**src/cbz_pkg.sv**
```systemverilog
`timescale 1ns / 1ps
// Shared constants, types and command codes of the cubic Bezier timing solver.
// Depends on nothing; every other file of the block uses it.
package cbz_pkg;

	localparam int FRAC_BITS      = 16;
	localparam int MAX_ITERATIONS = 20;

	// fixed field widths
	localparam int TIME_W     = 17;
	localparam int CTRL_X_W   = 17;
	localparam int CTRL_Y_W   = 19;
	localparam int TOL_W      = 13;
	localparam int PROG_W     = 19;
	localparam int CFG_IDX_W  = 3;
	localparam int CFG_DATA_W = 19;

	// internal datapath widths
	localparam int UW   = FRAC_BITS + 1;                        // unsigned value up to ONE
	localparam int MA_W = UW + 1;                               // multiplier operand a
	localparam int MB_W = ((UW > CTRL_Y_W) ? UW : CTRL_Y_W) + 1; // multiplier operand b
	localparam int PRW  = MA_W + MB_W;                          // product
	localparam int AW   = PRW + 2;                              // accumulator
	localparam int EW   = AW - FRAC_BITS;                       // curve value

	// register indexes
	typedef logic [CFG_IDX_W-1:0] reg_idx_t;
	localparam reg_idx_t REG_CTRL1_X   = 3'd0;
	localparam reg_idx_t REG_CTRL1_Y   = 3'd1;
	localparam reg_idx_t REG_CTRL2_X   = 3'd2;
	localparam reg_idx_t REG_CTRL2_Y   = 3'd3;
	localparam reg_idx_t REG_TOLERANCE = 3'd4;

	localparam logic [CTRL_X_W-1:0] CTRL1_X_RST   = 17'd16384;
	localparam logic [CTRL_Y_W-1:0] CTRL1_Y_RST   = 19'd16384;
	localparam logic [CTRL_X_W-1:0] CTRL2_X_RST   = 17'd49152;
	localparam logic [CTRL_Y_W-1:0] CTRL2_Y_RST   = 19'd49152;
	localparam logic [TOL_W-1:0]    TOLERANCE_RST = 13'd66;

	// multiplier operand selection
	typedef logic [2:0] mul_op_t;
	localparam mul_op_t MUL_NONE = 3'd0;
	localparam mul_op_t MUL_UU   = 3'd1;  // u * u
	localparam mul_op_t MUL_SS   = 3'd2;  // s * s
	localparam mul_op_t MUL_B1   = 3'd3;  // uu * s
	localparam mul_op_t MUL_B2   = 3'd4;  // ss * u
	localparam mul_op_t MUL_B3   = 3'd5;  // ss * s
	localparam mul_op_t MUL_P1   = 3'd6;  // b1 * p1
	localparam mul_op_t MUL_P2   = 3'd7;  // b2 * p2

	// product writeback
	typedef logic [2:0] wb_op_t;
	localparam wb_op_t WB_NONE = 3'd0;
	localparam wb_op_t WB_UU   = 3'd1;
	localparam wb_op_t WB_SS   = 3'd2;
	localparam wb_op_t WB_B1   = 3'd3;  // rounded triple product
	localparam wb_op_t WB_B2   = 3'd4;  // rounded triple product
	localparam wb_op_t WB_B3   = 3'd5;
	localparam wb_op_t WB_ACC1 = 3'd6;  // acc = product + b3 * ONE
	localparam wb_op_t WB_ACC2 = 3'd7;  // acc += product

	typedef struct packed {
		logic [CTRL_X_W-1:0]        ctrl1_x;
		logic signed [CTRL_Y_W-1:0] ctrl1_y;
		logic [CTRL_X_W-1:0]        ctrl2_x;
		logic signed [CTRL_Y_W-1:0] ctrl2_y;
		logic [TOL_W-1:0]           tolerance;
	} cbz_cfg_t;

	typedef struct packed {
		logic    load;    // latch time, reset the bracket
		logic    mid;     // take the bracket midpoint
		mul_op_t mul_op;
		wb_op_t  wb_op;
		logic    sel_y;   // multiply by the y control points
		logic    decide;  // compare x with time, narrow the bracket
		logic    fin;     // load the result register
	} cbz_cmd_t;

	typedef struct packed {
		logic match;
	} cbz_status_t;

endpackage

```
**src/cbz_ifs.sv**
```systemverilog
`timescale 1ns / 1ps
// Valid/ready channel interfaces of the solver: time sample, result, config write.
// Depends on cbz_pkg for the field widths.
interface cbz_sample_if;
	logic                        valid;
	logic                        ready;
	logic [cbz_pkg::TIME_W-1:0]  time_in;

	modport source (output valid, output time_in, input ready);
	modport sink (input valid, input time_in, output ready);
endinterface

interface cbz_result_if;
	logic                               valid;
	logic                               ready;
	logic signed [cbz_pkg::PROG_W-1:0]  progress;
	logic                               converged;

	modport source (output valid, output progress, output converged, input ready);
	modport sink (input valid, input progress, input converged, output ready);
endinterface

interface cbz_cfg_if;
	logic                             valid;
	logic                             ready;
	logic [cbz_pkg::CFG_IDX_W-1:0]    index;
	logic [cbz_pkg::CFG_DATA_W-1:0]   data;

	modport source (output valid, output index, output data, input ready);
	modport sink (input valid, input index, input data, output ready);
endinterface

```
**src/cbz_regs.sv**
```systemverilog
`timescale 1ns / 1ps
// Configuration register file: control points and tolerance.
// Depends on cbz_pkg for widths, indexes and reset values.
module cbz_regs (
	input  logic                               clk,
	input  logic                               arst_n,
	input  logic                               wr_en,
	input  logic [cbz_pkg::CFG_IDX_W-1:0]      wr_index,
	input  logic [cbz_pkg::CFG_DATA_W-1:0]     wr_data,
	output cbz_pkg::cbz_cfg_t                  cfg
);

	cbz_pkg::cbz_cfg_t cfg_q;

	always_ff @(posedge clk or negedge arst_n) begin
		if (!arst_n) begin
			cfg_q.ctrl1_x   <= cbz_pkg::CTRL1_X_RST;
			cfg_q.ctrl1_y   <= cbz_pkg::CTRL1_Y_RST;
			cfg_q.ctrl2_x   <= cbz_pkg::CTRL2_X_RST;
			cfg_q.ctrl2_y   <= cbz_pkg::CTRL2_Y_RST;
			cfg_q.tolerance <= cbz_pkg::TOLERANCE_RST;
		end else if (wr_en) begin
			case (wr_index)
				cbz_pkg::REG_CTRL1_X:   cfg_q.ctrl1_x   <= wr_data[cbz_pkg::CTRL_X_W-1:0];
				cbz_pkg::REG_CTRL1_Y:   cfg_q.ctrl1_y   <= wr_data[cbz_pkg::CTRL_Y_W-1:0];
				cbz_pkg::REG_CTRL2_X:   cfg_q.ctrl2_x   <= wr_data[cbz_pkg::CTRL_X_W-1:0];
				cbz_pkg::REG_CTRL2_Y:   cfg_q.ctrl2_y   <= wr_data[cbz_pkg::CTRL_Y_W-1:0];
				cbz_pkg::REG_TOLERANCE: cfg_q.tolerance <= wr_data[cbz_pkg::TOL_W-1:0];
				default: ;  // drop writes to unknown indexes
			endcase
		end
	end

	assign cfg = cfg_q;

endmodule

```
**src/cbz_dp.sv**
```systemverilog
`timescale 1ns / 1ps
// Datapath: bisection bracket, shared multiplier, cubic accumulator, snap and clamp.
// Depends on cbz_pkg; driven cycle by cycle by the commands of cbz_ctrl.
module cbz_dp (
	input  logic                               clk,
	input  cbz_pkg::cbz_cmd_t                  cmd,
	input  cbz_pkg::cbz_cfg_t                  cfg,
	input  logic [cbz_pkg::TIME_W-1:0]         time_in,
	output cbz_pkg::cbz_status_t               status,
	output logic signed [cbz_pkg::PROG_W-1:0]  progress,
	output logic                               converged
);

	localparam int F    = cbz_pkg::FRAC_BITS;
	localparam int UW   = cbz_pkg::UW;
	localparam int MA_W = cbz_pkg::MA_W;
	localparam int MB_W = cbz_pkg::MB_W;
	localparam int PRW  = cbz_pkg::PRW;
	localparam int AW   = cbz_pkg::AW;
	localparam int EW   = cbz_pkg::EW;

	localparam logic [UW-1:0]         ONE_U  = {1'b1, {F{1'b0}}};
	localparam logic [PRW+1:0]        HALF_P = {{(PRW+2-F){1'b0}}, 1'b1, {(F-1){1'b0}}};
	localparam logic signed [AW-1:0]  HALF_A = {{(AW-F){1'b0}}, 1'b1, {(F-1){1'b0}}};
	localparam logic signed [EW:0]    ONE_E  = {{(EW-F){1'b0}}, 1'b1, {F{1'b0}}};
	localparam logic signed [EW:0]    POS3_E = ONE_E + (ONE_E <<< 1);
	localparam logic signed [EW:0]    NEG2_E = -(ONE_E <<< 1);

	function automatic logic [UW-1:0] rnd(input logic [PRW+1:0] v);
		logic [PRW+1:0] r;
		r = v + HALF_P;
		return r[F+UW-1:F];
	endfunction

	function automatic logic signed [EW:0] absv(input logic signed [EW:0] v);
		return v[EW] ? -v : v;
	endfunction

	logic [cbz_pkg::TIME_W-1:0] time_q;
	logic [UW-1:0]              start_q, end_q, s_q, u_q;
	logic [UW-1:0]              uu_q, ss_q, b1_q, b2_q, b3_q;
	logic signed [PRW-1:0]      prod_q;
	logic signed [AW-1:0]       acc_q;
	logic                       match_q;
	logic signed [cbz_pkg::PROG_W-1:0] progress_q;
	logic                       converged_q;

	// operand selection for the shared multiplier
	logic signed [MA_W-1:0] mul_a;
	logic signed [MB_W-1:0] mul_b;
	logic signed [MB_W-1:0] p1, p2;
	logic signed [PRW-1:0]  prod_d;

	always_comb begin
		if (cmd.sel_y) begin
			p1 = $signed({{(MB_W-cbz_pkg::CTRL_Y_W){cfg.ctrl1_y[cbz_pkg::CTRL_Y_W-1]}},
				cfg.ctrl1_y});
			p2 = $signed({{(MB_W-cbz_pkg::CTRL_Y_W){cfg.ctrl2_y[cbz_pkg::CTRL_Y_W-1]}},
				cfg.ctrl2_y});
		end else begin
			p1 = $signed({{(MB_W-cbz_pkg::CTRL_X_W){1'b0}}, cfg.ctrl1_x});
			p2 = $signed({{(MB_W-cbz_pkg::CTRL_X_W){1'b0}}, cfg.ctrl2_x});
		end
	end

	always_comb begin
		case (cmd.mul_op)
			cbz_pkg::MUL_UU: begin
				mul_a = $signed({1'b0, u_q});
				mul_b = $signed({{(MB_W-UW){1'b0}}, u_q});
			end
			cbz_pkg::MUL_SS: begin
				mul_a = $signed({1'b0, s_q});
				mul_b = $signed({{(MB_W-UW){1'b0}}, s_q});
			end
			cbz_pkg::MUL_B1: begin
				mul_a = $signed({1'b0, uu_q});
				mul_b = $signed({{(MB_W-UW){1'b0}}, s_q});
			end
			cbz_pkg::MUL_B2: begin
				mul_a = $signed({1'b0, ss_q});
				mul_b = $signed({{(MB_W-UW){1'b0}}, u_q});
			end
			cbz_pkg::MUL_B3: begin
				mul_a = $signed({1'b0, ss_q});
				mul_b = $signed({{(MB_W-UW){1'b0}}, s_q});
			end
			cbz_pkg::MUL_P1: begin
				mul_a = $signed({1'b0, b1_q});
				mul_b = p1;
			end
			cbz_pkg::MUL_P2: begin
				mul_a = $signed({1'b0, b2_q});
				mul_b = p2;
			end
			default: begin
				mul_a = '0;
				mul_b = '0;
			end
		endcase
	end

	assign prod_d = mul_a * mul_b;

	// product post-processing; the rounded terms are never negative
	logic [PRW+1:0]        prod_u, prod_tri;
	logic signed [AW-1:0]  prod_ext, b3_sh;

	assign prod_u   = {2'b00, prod_q};
	assign prod_tri = (prod_u << 1) + prod_u;
	assign prod_ext = {{2{prod_q[PRW-1]}}, prod_q};
	assign b3_sh    = $signed({{(AW-UW){1'b0}}, b3_q} << F);

	// curve value and time compare
	logic signed [AW-1:0] rsum;
	logic signed [EW:0]   est, t_ext, diff, tol_ext;
	logic signed [EW:0]   snapped, sat;
	logic                 match;

	assign rsum    = acc_q + HALF_A;
	assign est     = $signed({rsum[AW-1], rsum[AW-1:F]});
	assign t_ext   = $signed({{(EW+1-cbz_pkg::TIME_W){1'b0}}, time_q});
	assign tol_ext = $signed({{(EW+1-cbz_pkg::TOL_W){1'b0}}, cfg.tolerance});
	assign diff    = t_ext - est;
	assign match   = absv(diff) < tol_ext;

	always_comb begin
		if (absv(est) < tol_ext)
			snapped = '0;
		else if (absv(est - ONE_E) < tol_ext)
			snapped = ONE_E;
		else
			snapped = est;
		if (snapped < NEG2_E)
			sat = NEG2_E;
		else if (snapped > POS3_E)
			sat = POS3_E;
		else
			sat = snapped;
	end

	logic [UW:0]   mid_sum;
	logic [UW-1:0] mid;

	assign mid_sum = {1'b0, start_q} + {1'b0, end_q};
	assign mid     = mid_sum[UW:1];

	always_ff @(posedge clk) begin
		if (cmd.load) begin
			time_q  <= time_in;
			start_q <= '0;
			end_q   <= ONE_U;
		end
		if (cmd.mid) begin
			s_q <= mid;
			u_q <= ONE_U - mid;
		end
		prod_q <= prod_d;
		case (cmd.wb_op)
			cbz_pkg::WB_UU:   uu_q  <= rnd(prod_u);
			cbz_pkg::WB_SS:   ss_q  <= rnd(prod_u);
			cbz_pkg::WB_B1:   b1_q  <= rnd(prod_tri);
			cbz_pkg::WB_B2:   b2_q  <= rnd(prod_tri);
			cbz_pkg::WB_B3:   b3_q  <= rnd(prod_u);
			cbz_pkg::WB_ACC1: acc_q <= prod_ext + b3_sh;
			cbz_pkg::WB_ACC2: acc_q <= acc_q + prod_ext;
			default: ;
		endcase
		if (cmd.decide) begin
			match_q <= match;
			// x below time: move the lower bound up, else pull the upper bound down
			if (!match) begin
				if (diff > 0)
					start_q <= s_q;
				else
					end_q <= s_q;
			end
		end
		if (cmd.fin) begin
			progress_q  <= sat[cbz_pkg::PROG_W-1:0];
			converged_q <= match_q;
		end
	end

	assign status.match = match;
	assign progress     = progress_q;
	assign converged    = converged_q;

endmodule

```
**src/cbz_ctrl.sv**
```systemverilog
`timescale 1ns / 1ps
// Controller: sequences the bisection steps and the final y evaluation,
// owns the input ready and the result valid. Depends on cbz_pkg.
module cbz_ctrl (
	input  logic                  clk,
	input  logic                  arst_n,
	input  logic                  in_valid,
	output logic                  in_ready,
	output logic                  out_valid,
	input  logic                  out_ready,
	input  cbz_pkg::cbz_status_t  status,
	output cbz_pkg::cbz_cmd_t     cmd
);

	localparam logic [1:0] ST_IDLE  = 2'd0;
	localparam logic [1:0] ST_ITER  = 2'd1;
	localparam logic [1:0] ST_YEVAL = 2'd2;
	localparam logic [1:0] ST_FIN   = 2'd3;

	localparam logic [3:0] STEP_MID    = 4'd0;
	localparam logic [3:0] STEP_UU     = 4'd1;
	localparam logic [3:0] STEP_SS     = 4'd2;
	localparam logic [3:0] STEP_B1     = 4'd3;
	localparam logic [3:0] STEP_B2     = 4'd4;
	localparam logic [3:0] STEP_B3     = 4'd5;
	localparam logic [3:0] STEP_P1     = 4'd6;
	localparam logic [3:0] STEP_P2     = 4'd7;
	localparam logic [3:0] STEP_ACC    = 4'd8;
	localparam logic [3:0] STEP_DECIDE = 4'd9;

	localparam logic [3:0] YSTEP_P1  = 4'd0;
	localparam logic [3:0] YSTEP_P2  = 4'd1;
	localparam logic [3:0] YSTEP_ACC = 4'd2;

	localparam int IW = $clog2(cbz_pkg::MAX_ITERATIONS);
	localparam logic [IW-1:0] LAST_ITER = IW'(cbz_pkg::MAX_ITERATIONS - 1);

	logic [1:0]    state_q;
	logic [3:0]    step_q;
	logic [IW-1:0] iter_q;
	logic          out_valid_q;
	logic          out_free;

	assign in_ready = (state_q == ST_IDLE);
	assign out_free = !out_valid_q || out_ready;

	always_comb begin
		cmd        = '0;
		cmd.mul_op = cbz_pkg::MUL_NONE;
		cmd.wb_op  = cbz_pkg::WB_NONE;
		case (state_q)
			ST_IDLE: cmd.load = in_valid;
			ST_ITER: begin
				case (step_q)
					STEP_MID: cmd.mid = 1'b1;
					STEP_UU:  cmd.mul_op = cbz_pkg::MUL_UU;
					STEP_SS: begin
						cmd.mul_op = cbz_pkg::MUL_SS;
						cmd.wb_op  = cbz_pkg::WB_UU;
					end
					STEP_B1: begin
						cmd.mul_op = cbz_pkg::MUL_B1;
						cmd.wb_op  = cbz_pkg::WB_SS;
					end
					STEP_B2: begin
						cmd.mul_op = cbz_pkg::MUL_B2;
						cmd.wb_op  = cbz_pkg::WB_B1;
					end
					STEP_B3: begin
						cmd.mul_op = cbz_pkg::MUL_B3;
						cmd.wb_op  = cbz_pkg::WB_B2;
					end
					STEP_P1: begin
						cmd.mul_op = cbz_pkg::MUL_P1;
						cmd.wb_op  = cbz_pkg::WB_B3;
					end
					STEP_P2: begin
						cmd.mul_op = cbz_pkg::MUL_P2;
						cmd.wb_op  = cbz_pkg::WB_ACC1;
					end
					STEP_ACC:    cmd.wb_op = cbz_pkg::WB_ACC2;
					STEP_DECIDE: cmd.decide = 1'b1;
					default: ;
				endcase
			end
			ST_YEVAL: begin
				cmd.sel_y = 1'b1;
				case (step_q)
					YSTEP_P1: cmd.mul_op = cbz_pkg::MUL_P1;
					YSTEP_P2: begin
						cmd.mul_op = cbz_pkg::MUL_P2;
						cmd.wb_op  = cbz_pkg::WB_ACC1;
					end
					YSTEP_ACC: cmd.wb_op = cbz_pkg::WB_ACC2;
					default: ;
				endcase
			end
			ST_FIN:  cmd.fin = out_free;
			default: ;
		endcase
	end

	always_ff @(posedge clk or negedge arst_n) begin
		if (!arst_n) begin
			state_q     <= ST_IDLE;
			step_q      <= '0;
			iter_q      <= '0;
			out_valid_q <= 1'b0;
		end else begin
			if (out_ready)
				out_valid_q <= 1'b0;
			case (state_q)
				ST_IDLE: begin
					if (in_valid) begin
						state_q <= ST_ITER;
						step_q  <= STEP_MID;
						iter_q  <= '0;
					end
				end
				ST_ITER: begin
					if (step_q == STEP_DECIDE) begin
						step_q <= STEP_MID;
						// stop on a match or at the iteration cap
						if (status.match || iter_q == LAST_ITER)
							state_q <= ST_YEVAL;
						else
							iter_q <= iter_q + 1'b1;
					end else begin
						step_q <= step_q + 1'b1;
					end
				end
				ST_YEVAL: begin
					if (step_q == YSTEP_ACC)
						state_q <= ST_FIN;
					else
						step_q <= step_q + 1'b1;
				end
				ST_FIN: begin
					// hold the result until the output slot frees up
					if (out_free) begin
						out_valid_q <= 1'b1;
						state_q     <= ST_IDLE;
					end
				end
				default: state_q <= ST_IDLE;
			endcase
		end
	end

	assign out_valid = out_valid_q;

	a_start: assert property (@(posedge clk) disable iff (!arst_n)
		(in_valid && in_ready) |=> (state_q == ST_ITER && step_q == STEP_MID && iter_q == '0))
		else $error("bisection did not restart on a new item");

	a_cap: assert property (@(posedge clk) disable iff (!arst_n)
		(state_q == ST_ITER) |-> (iter_q <= LAST_ITER))
		else $error("iteration count past the cap");

	a_keep_going: assert property (@(posedge clk) disable iff (!arst_n)
		(state_q == ST_ITER && step_q == STEP_DECIDE && !status.match && iter_q != LAST_ITER)
		|=> (state_q == ST_ITER && step_q == STEP_MID))
		else $error("bisection left early");

	a_no_overwrite: assert property (@(posedge clk) disable iff (!arst_n)
		cmd.fin |-> (!out_valid_q || out_ready))
		else $error("result register loaded while a result waits");

endmodule

```
**src/cubic_bezier_timing_solver.sv**
```systemverilog
`timescale 1ns / 1ps
// Top level of the cubic Bezier timing solver: config registers, controller, datapath.
// Depends on cbz_pkg, cbz_ifs, cbz_regs, cbz_ctrl and cbz_dp.
//
// Usage:
//   cfg    - register writes (index 0..4: ctrl1_x, ctrl1_y, ctrl2_x, ctrl2_y,
//            tolerance). Always ready; unknown indexes are dropped. Write only
//            while no item is in flight.
//   sample - one time value per item, taken while the solver is idle.
//   result - progress (curve y, snapped to 0 or 1.0, clamped to [-2, 3])
//            and converged (0 when the iteration cap was hit).
// Sequence: one bisection step runs through the shared multiplier (midpoint,
//   five basis products, two weighted products, accumulate, compare). After
//   n steps (1 to MAX_ITERATIONS) the y evaluation runs and the result is
//   loaded; the next item can be taken in the cycle after the result is loaded,
//   so the solver works on one item at a time.
// Reset: registers return to their defaults, no result is pending.
// Stall: a result waits in the output register; the solver takes the next item
//   and runs it, then holds in its final step until the waiting result is taken.
module cubic_bezier_timing_solver (
	input  logic         clk,
	input  logic         arst_n,
	cbz_cfg_if.sink      cfg,
	cbz_sample_if.sink   sample,
	cbz_result_if.source result
);

	cbz_pkg::cbz_cfg_t    cfg_regs;
	cbz_pkg::cbz_cmd_t    cmd;
	cbz_pkg::cbz_status_t status;

	assign cfg.ready = 1'b1;

	cbz_regs u_regs (
		.clk      (clk),
		.arst_n   (arst_n),
		.wr_en    (cfg.valid),
		.wr_index (cfg.index),
		.wr_data  (cfg.data),
		.cfg      (cfg_regs)
	);

	cbz_ctrl u_ctrl (
		.clk       (clk),
		.arst_n    (arst_n),
		.in_valid  (sample.valid),
		.in_ready  (sample.ready),
		.out_valid (result.valid),
		.out_ready (result.ready),
		.status    (status),
		.cmd       (cmd)
	);

	cbz_dp u_dp (
		.clk       (clk),
		.cmd       (cmd),
		.cfg       (cfg_regs),
		.time_in   (sample.time_in),
		.status    (status),
		.progress  (result.progress),
		.converged (result.converged)
	);

endmodule

```
**src/flat_wrapper.sv**
```systemverilog
// flat-port wrapper written by rule: the top's interface ports become plain ports
module cubic_bezier_timing_solver_flat 
  (clk, arst_n, cfg_valid, cfg_index, cfg_data, cfg_ready, sample_valid, sample_time_in, sample_ready, result_valid, result_progress, result_converged, result_ready);
  cbz_cfg_if cfg_i ();
  cbz_sample_if sample_i ();
  cbz_result_if result_i ();
  input  logic clk;
  input  logic arst_n;
  input wire logic [$bits(cfg_i.valid)-1:0] cfg_valid;
  input wire logic [$bits(cfg_i.index)-1:0] cfg_index;
  input wire logic [$bits(cfg_i.data)-1:0] cfg_data;
  output wire logic [$bits(cfg_i.ready)-1:0] cfg_ready;
  input wire logic [$bits(sample_i.valid)-1:0] sample_valid;
  input wire logic [$bits(sample_i.time_in)-1:0] sample_time_in;
  output wire logic [$bits(sample_i.ready)-1:0] sample_ready;
  output wire logic [$bits(result_i.valid)-1:0] result_valid;
  output wire logic [$bits(result_i.progress)-1:0] result_progress;
  output wire logic [$bits(result_i.converged)-1:0] result_converged;
  input wire logic [$bits(result_i.ready)-1:0] result_ready;
  assign cfg_i.valid = cfg_valid;
  assign cfg_i.index = cfg_index;
  assign cfg_i.data = cfg_data;
  assign cfg_ready = cfg_i.ready;
  assign sample_i.valid = sample_valid;
  assign sample_i.time_in = sample_time_in;
  assign sample_ready = sample_i.ready;
  assign result_valid = result_i.valid;
  assign result_progress = result_i.progress;
  assign result_converged = result_i.converged;
  assign result_i.ready = result_ready;
  cubic_bezier_timing_solver u_core (.clk(clk), .arst_n(arst_n), .cfg(cfg_i), .sample(sample_i), .result(result_i));
endmodule
```
**config.mk**
```make
export PLATFORM = sky130hd
export DESIGN_NAME = cubic_bezier_timing_solver_flat
export DESIGN_NICKNAME = d
export VERILOG_FILES = /design/src/cbz_pkg.sv /design/src/cbz_ifs.sv /design/src/cbz_regs.sv /design/src/cbz_dp.sv /design/src/cbz_ctrl.sv /design/src/cubic_bezier_timing_solver.sv /design/src/flat_wrapper.sv
export SDC_FILE = /design/constraint.sdc
export NUM_CORES = 2
export LEC_CHECK = 0
export ABC_CLOCK_PERIOD_IN_PS = 16100
export BUFFER_PORTS_ARGS = -buffer_cell sky130_fd_sc_hd__buf_2
export CAP_MARGIN = 20
export CORE_MARGIN = 3
export CORE_UTILIZATION = 30
export CTS_BUF_LIST = sky130_fd_sc_hd__clkbuf_8
export DETAILED_ROUTE_END_ITERATION = 10
export GPL_ROUTABILITY_DRIVEN = 0
export GPL_TIMING_DRIVEN = 0
export PLACE_DENSITY = 0.48
export SETUP_SLACK_MARGIN = 0.05
export SKIP_CTS_REPAIR_TIMING = 1
export SYNTH_ARGS = -nofsm -noshare
export SYNTH_HDL_FRONTEND = slang
export SYNTH_HIERARCHICAL = 1
export SYNTH_SLANG_ARGS = --single-unit
```
**constraint.sdc**
```tcl
create_clock -name clk -period 16.1 [get_ports clk]
set_clock_uncertainty 0.05 [all_clocks]
set_input_delay 1.61 -clock clk [delete_from_list [all_inputs] [get_ports clk]]
set_output_delay 1.61 -clock clk [all_outputs]
set_load 0.01 [all_outputs]
```
==> impl_metrics.yaml <==
drt:
  wl_mm: 114
  dr.first_iter.drc_count: 1649
  wl_per_cell_um: 20.4
  ant_nets: 0
  drt_pass1_iterations: 6
  drc_errors: 0
  vias: 27700
  via_per_inst: 4.96
sta:
  setup_viol: 0
  fmax_mhz: 80.3
  min_period_ns: 12.45
  hold_violations: 0
  period_share_pct: 77.3
  rsz0062_at_grt: "false"
  slew_violations: 0
  setup_ws_ns: 3.65
  worst_pin_slew_ns: 1.14
  hold_ws_ns: 0.385
  finalSetupTns_ns: 0
  relSlewSlack_pct: 23.9
cells_and_area:
  final_cell_mix: "inv_1, nand2_1, fa_1"
  fin_nets: 4576
  final_common_cell: "inv_1"
  drive_above_1_share_pct: 11.3
  n_fill_cell: 12400
  area_delta_synth_final_pct: 11.1
  fin_cells: 5574
  post-route-util_pct: 33.6
worst_setup_path:
  worstSetupEndpointType: "flop"
  cp.required_ns: 16.61
  critPathMaxFanout: 10
  path_class: "reg -> reg"
  max_stage_delay_ns: 0.86
  cp.arrival_ns: 12.96
  startpoint_type: "flop"
  crit_top_cell: "fa_1"
  rr_worst_depth: 36
  crit_slowest_cell: "nor4b_2"
outcome:
  status: "completed"
synthesis:
  ys_warn_count: 6
  synth-seq-cells: 365
  synth_area_um2: 36400
  syn_inst: 3746
  ys_seq_area_share_pct: 26.8
  synth_ff_type: "edfxtp_1"
  avgSynthCellArea_um2: 9.73
  synth_cell_types: 112
  synthArstFlopShare_pct: 26.6
  synth_edf_count: 196
  synth_nets: 4417
clock_network:
  clock_path_buffers: 3
  clk_pin_slew_worst_paths_ns: 0.06
  htreeDepth: 3
  cts_root_buf: "clkbuf_8"
  cts.sinks: 365
  clk_latency_ns: 0.66
  numCtsBuffers: 72
  cts_tree: "built"
global_routing:
  grt_antenna_before_repair: 7
  grt_first_pass_wirelength_mm: 176
  grt_pass1_vias: 28800
  grt_max_degree: 56
  overflow: 0
  grtUsageTotal_pct: 18.2
placed_design:
  pre_cts_ws_ns: 3.65
  port_buffers: 65
  numPlacedInstances: 5439
  dpl.hpwl_mm: 91.9
power:
  ir_worst_vdd_uv: 88.1
  p_leak_nw: 18.0
  power_density_nw_per_um2: 160
worst_hold_path:
  hold_path_depth: 0
  hold_path_class: "reg -> reg"
floorplanning:
  dieArea_um2: 126000
  fp.dieH_um: 355
  start_util_pct: 30.3
  rows: 127
  die_w_um: 355
  ios: 67
  core_area_um2: 120000
job:
  cap_violations: 0
through the flow:
step | cell area [um2] | power (mW)
after floorplan | 36400 | 4.07
after global placement | 38800 | 5.48
after detailed placement | 39000 | 5.53
after CTS | 40400 | 6.51
after global routing | 40500 | 7.01
final | 40500 | 6.46
path summary, 6_finish.rpt:
path                                     startpoint                endpoint  slack, ns
max in group asynchronous                    arst_n    u_core/u_regs/cfg[1]      14.33
min reg2reg                     u_core/u_dp/match_q   u_core/u_dp/converged       0.39
max reg2reg                u_core/u_ctrl/state_q[0]  u_core/u_dp/prod_q[34]       3.65
max                        u_core/u_ctrl/state_q[0]  u_core/u_dp/prod_q[34]       3.65
min                             u_core/u_dp/match_q   u_core/u_dp/converged       0.39
min in group asynchronous                    arst_n   u_core/u_regs/cfg[71]       0.93
synth_stat cells (82+ instances only):
cell / number / area share (%)
edfxtp_1: 196 / 16
clkbuf_1: 82 / 0.84
dfrtp_1: 89 / 6.1
fa_1: 334 / 18
ha_1: 293 / 10
xnor2_1: 135 / 3.2
inv_1: 483 / 5.0
a21oi_1: 170 / 2.3
o21ai_0: 135 / 1.9
nor2_1: 274 / 2.8
mux2_2: 108 / 3.3
nand2_1: 364 / 3.7
critical path: cells and delay by family, from the launching register on:
kind	cells	cell delay (ns)
adder cells (fa/ha/maj)	8	3.99
AND/OR/NAND/NOR	5	1.59
multiplexers	1	0.20
AO/OA/AOI/OAI	13	3.34
buffers and inverters	8	2.60
flip-flops	1	0.41
XOR/XNOR	1	0.14
metal layers:
metal	vias up	wire length, um	track usage, %
met5	-	42	0
li1	13100	-	-
met3	171	6040	2.95
met2	669	53500	30.6
met4	6	3230	5.07
met1	13700	50700	24.1
where the power goes:
part | switching, mW | total (mW) | internal, mW | leakage (nW)
sequential | 0.187 | 1.49 | 1.30 | 3.56
clock | 0.437 | 0.937 | 0.500 | 0.822
combinational | 2.63 | 4.04 | 1.41 | 13.6
cell type report:
class	count	area, um2	area share [%]
Multi-Input combinational cell	2767	24300	59.9
Sequential cell	365	9760	24.1
Tap cell	1612	2020	4.98
Inverter	483	1810	4.48
Clock buffer	81	1110	2.75
Buffer	131	648	1.60
Timing Repair Buffer	85	563	1.39
Clock inverter	49	299	0.739
Antenna cell	1	2.50	0.00618
flip-flops by register name, indices dropped and copies added, names as in the netlist, 19 cells and up:
register and cells:
u_core/u_dp/prod_q 38, u_core/u_dp/acc_q 40, u_core/u_regs/cfg 85, u_core/u_dp/progress 19
cell families after synthesis:
group | Yosys count | share of synthesized area, %
buffers and inverters | 614 | 6.75
adder cells (fa/ha/maj) | 627 | 28.4
XOR/XNOR | 218 | 5.28
flip-flops | 365 | 26.8
multiplexers | 186 | 6.24
other | 1 | 0.0103
AO/OA/AOI/OAI | 639 | 11.6
AND/OR/NAND/NOR | 1096 | 14.9
No activity file was read; power rests on OpenSTA's default activity.
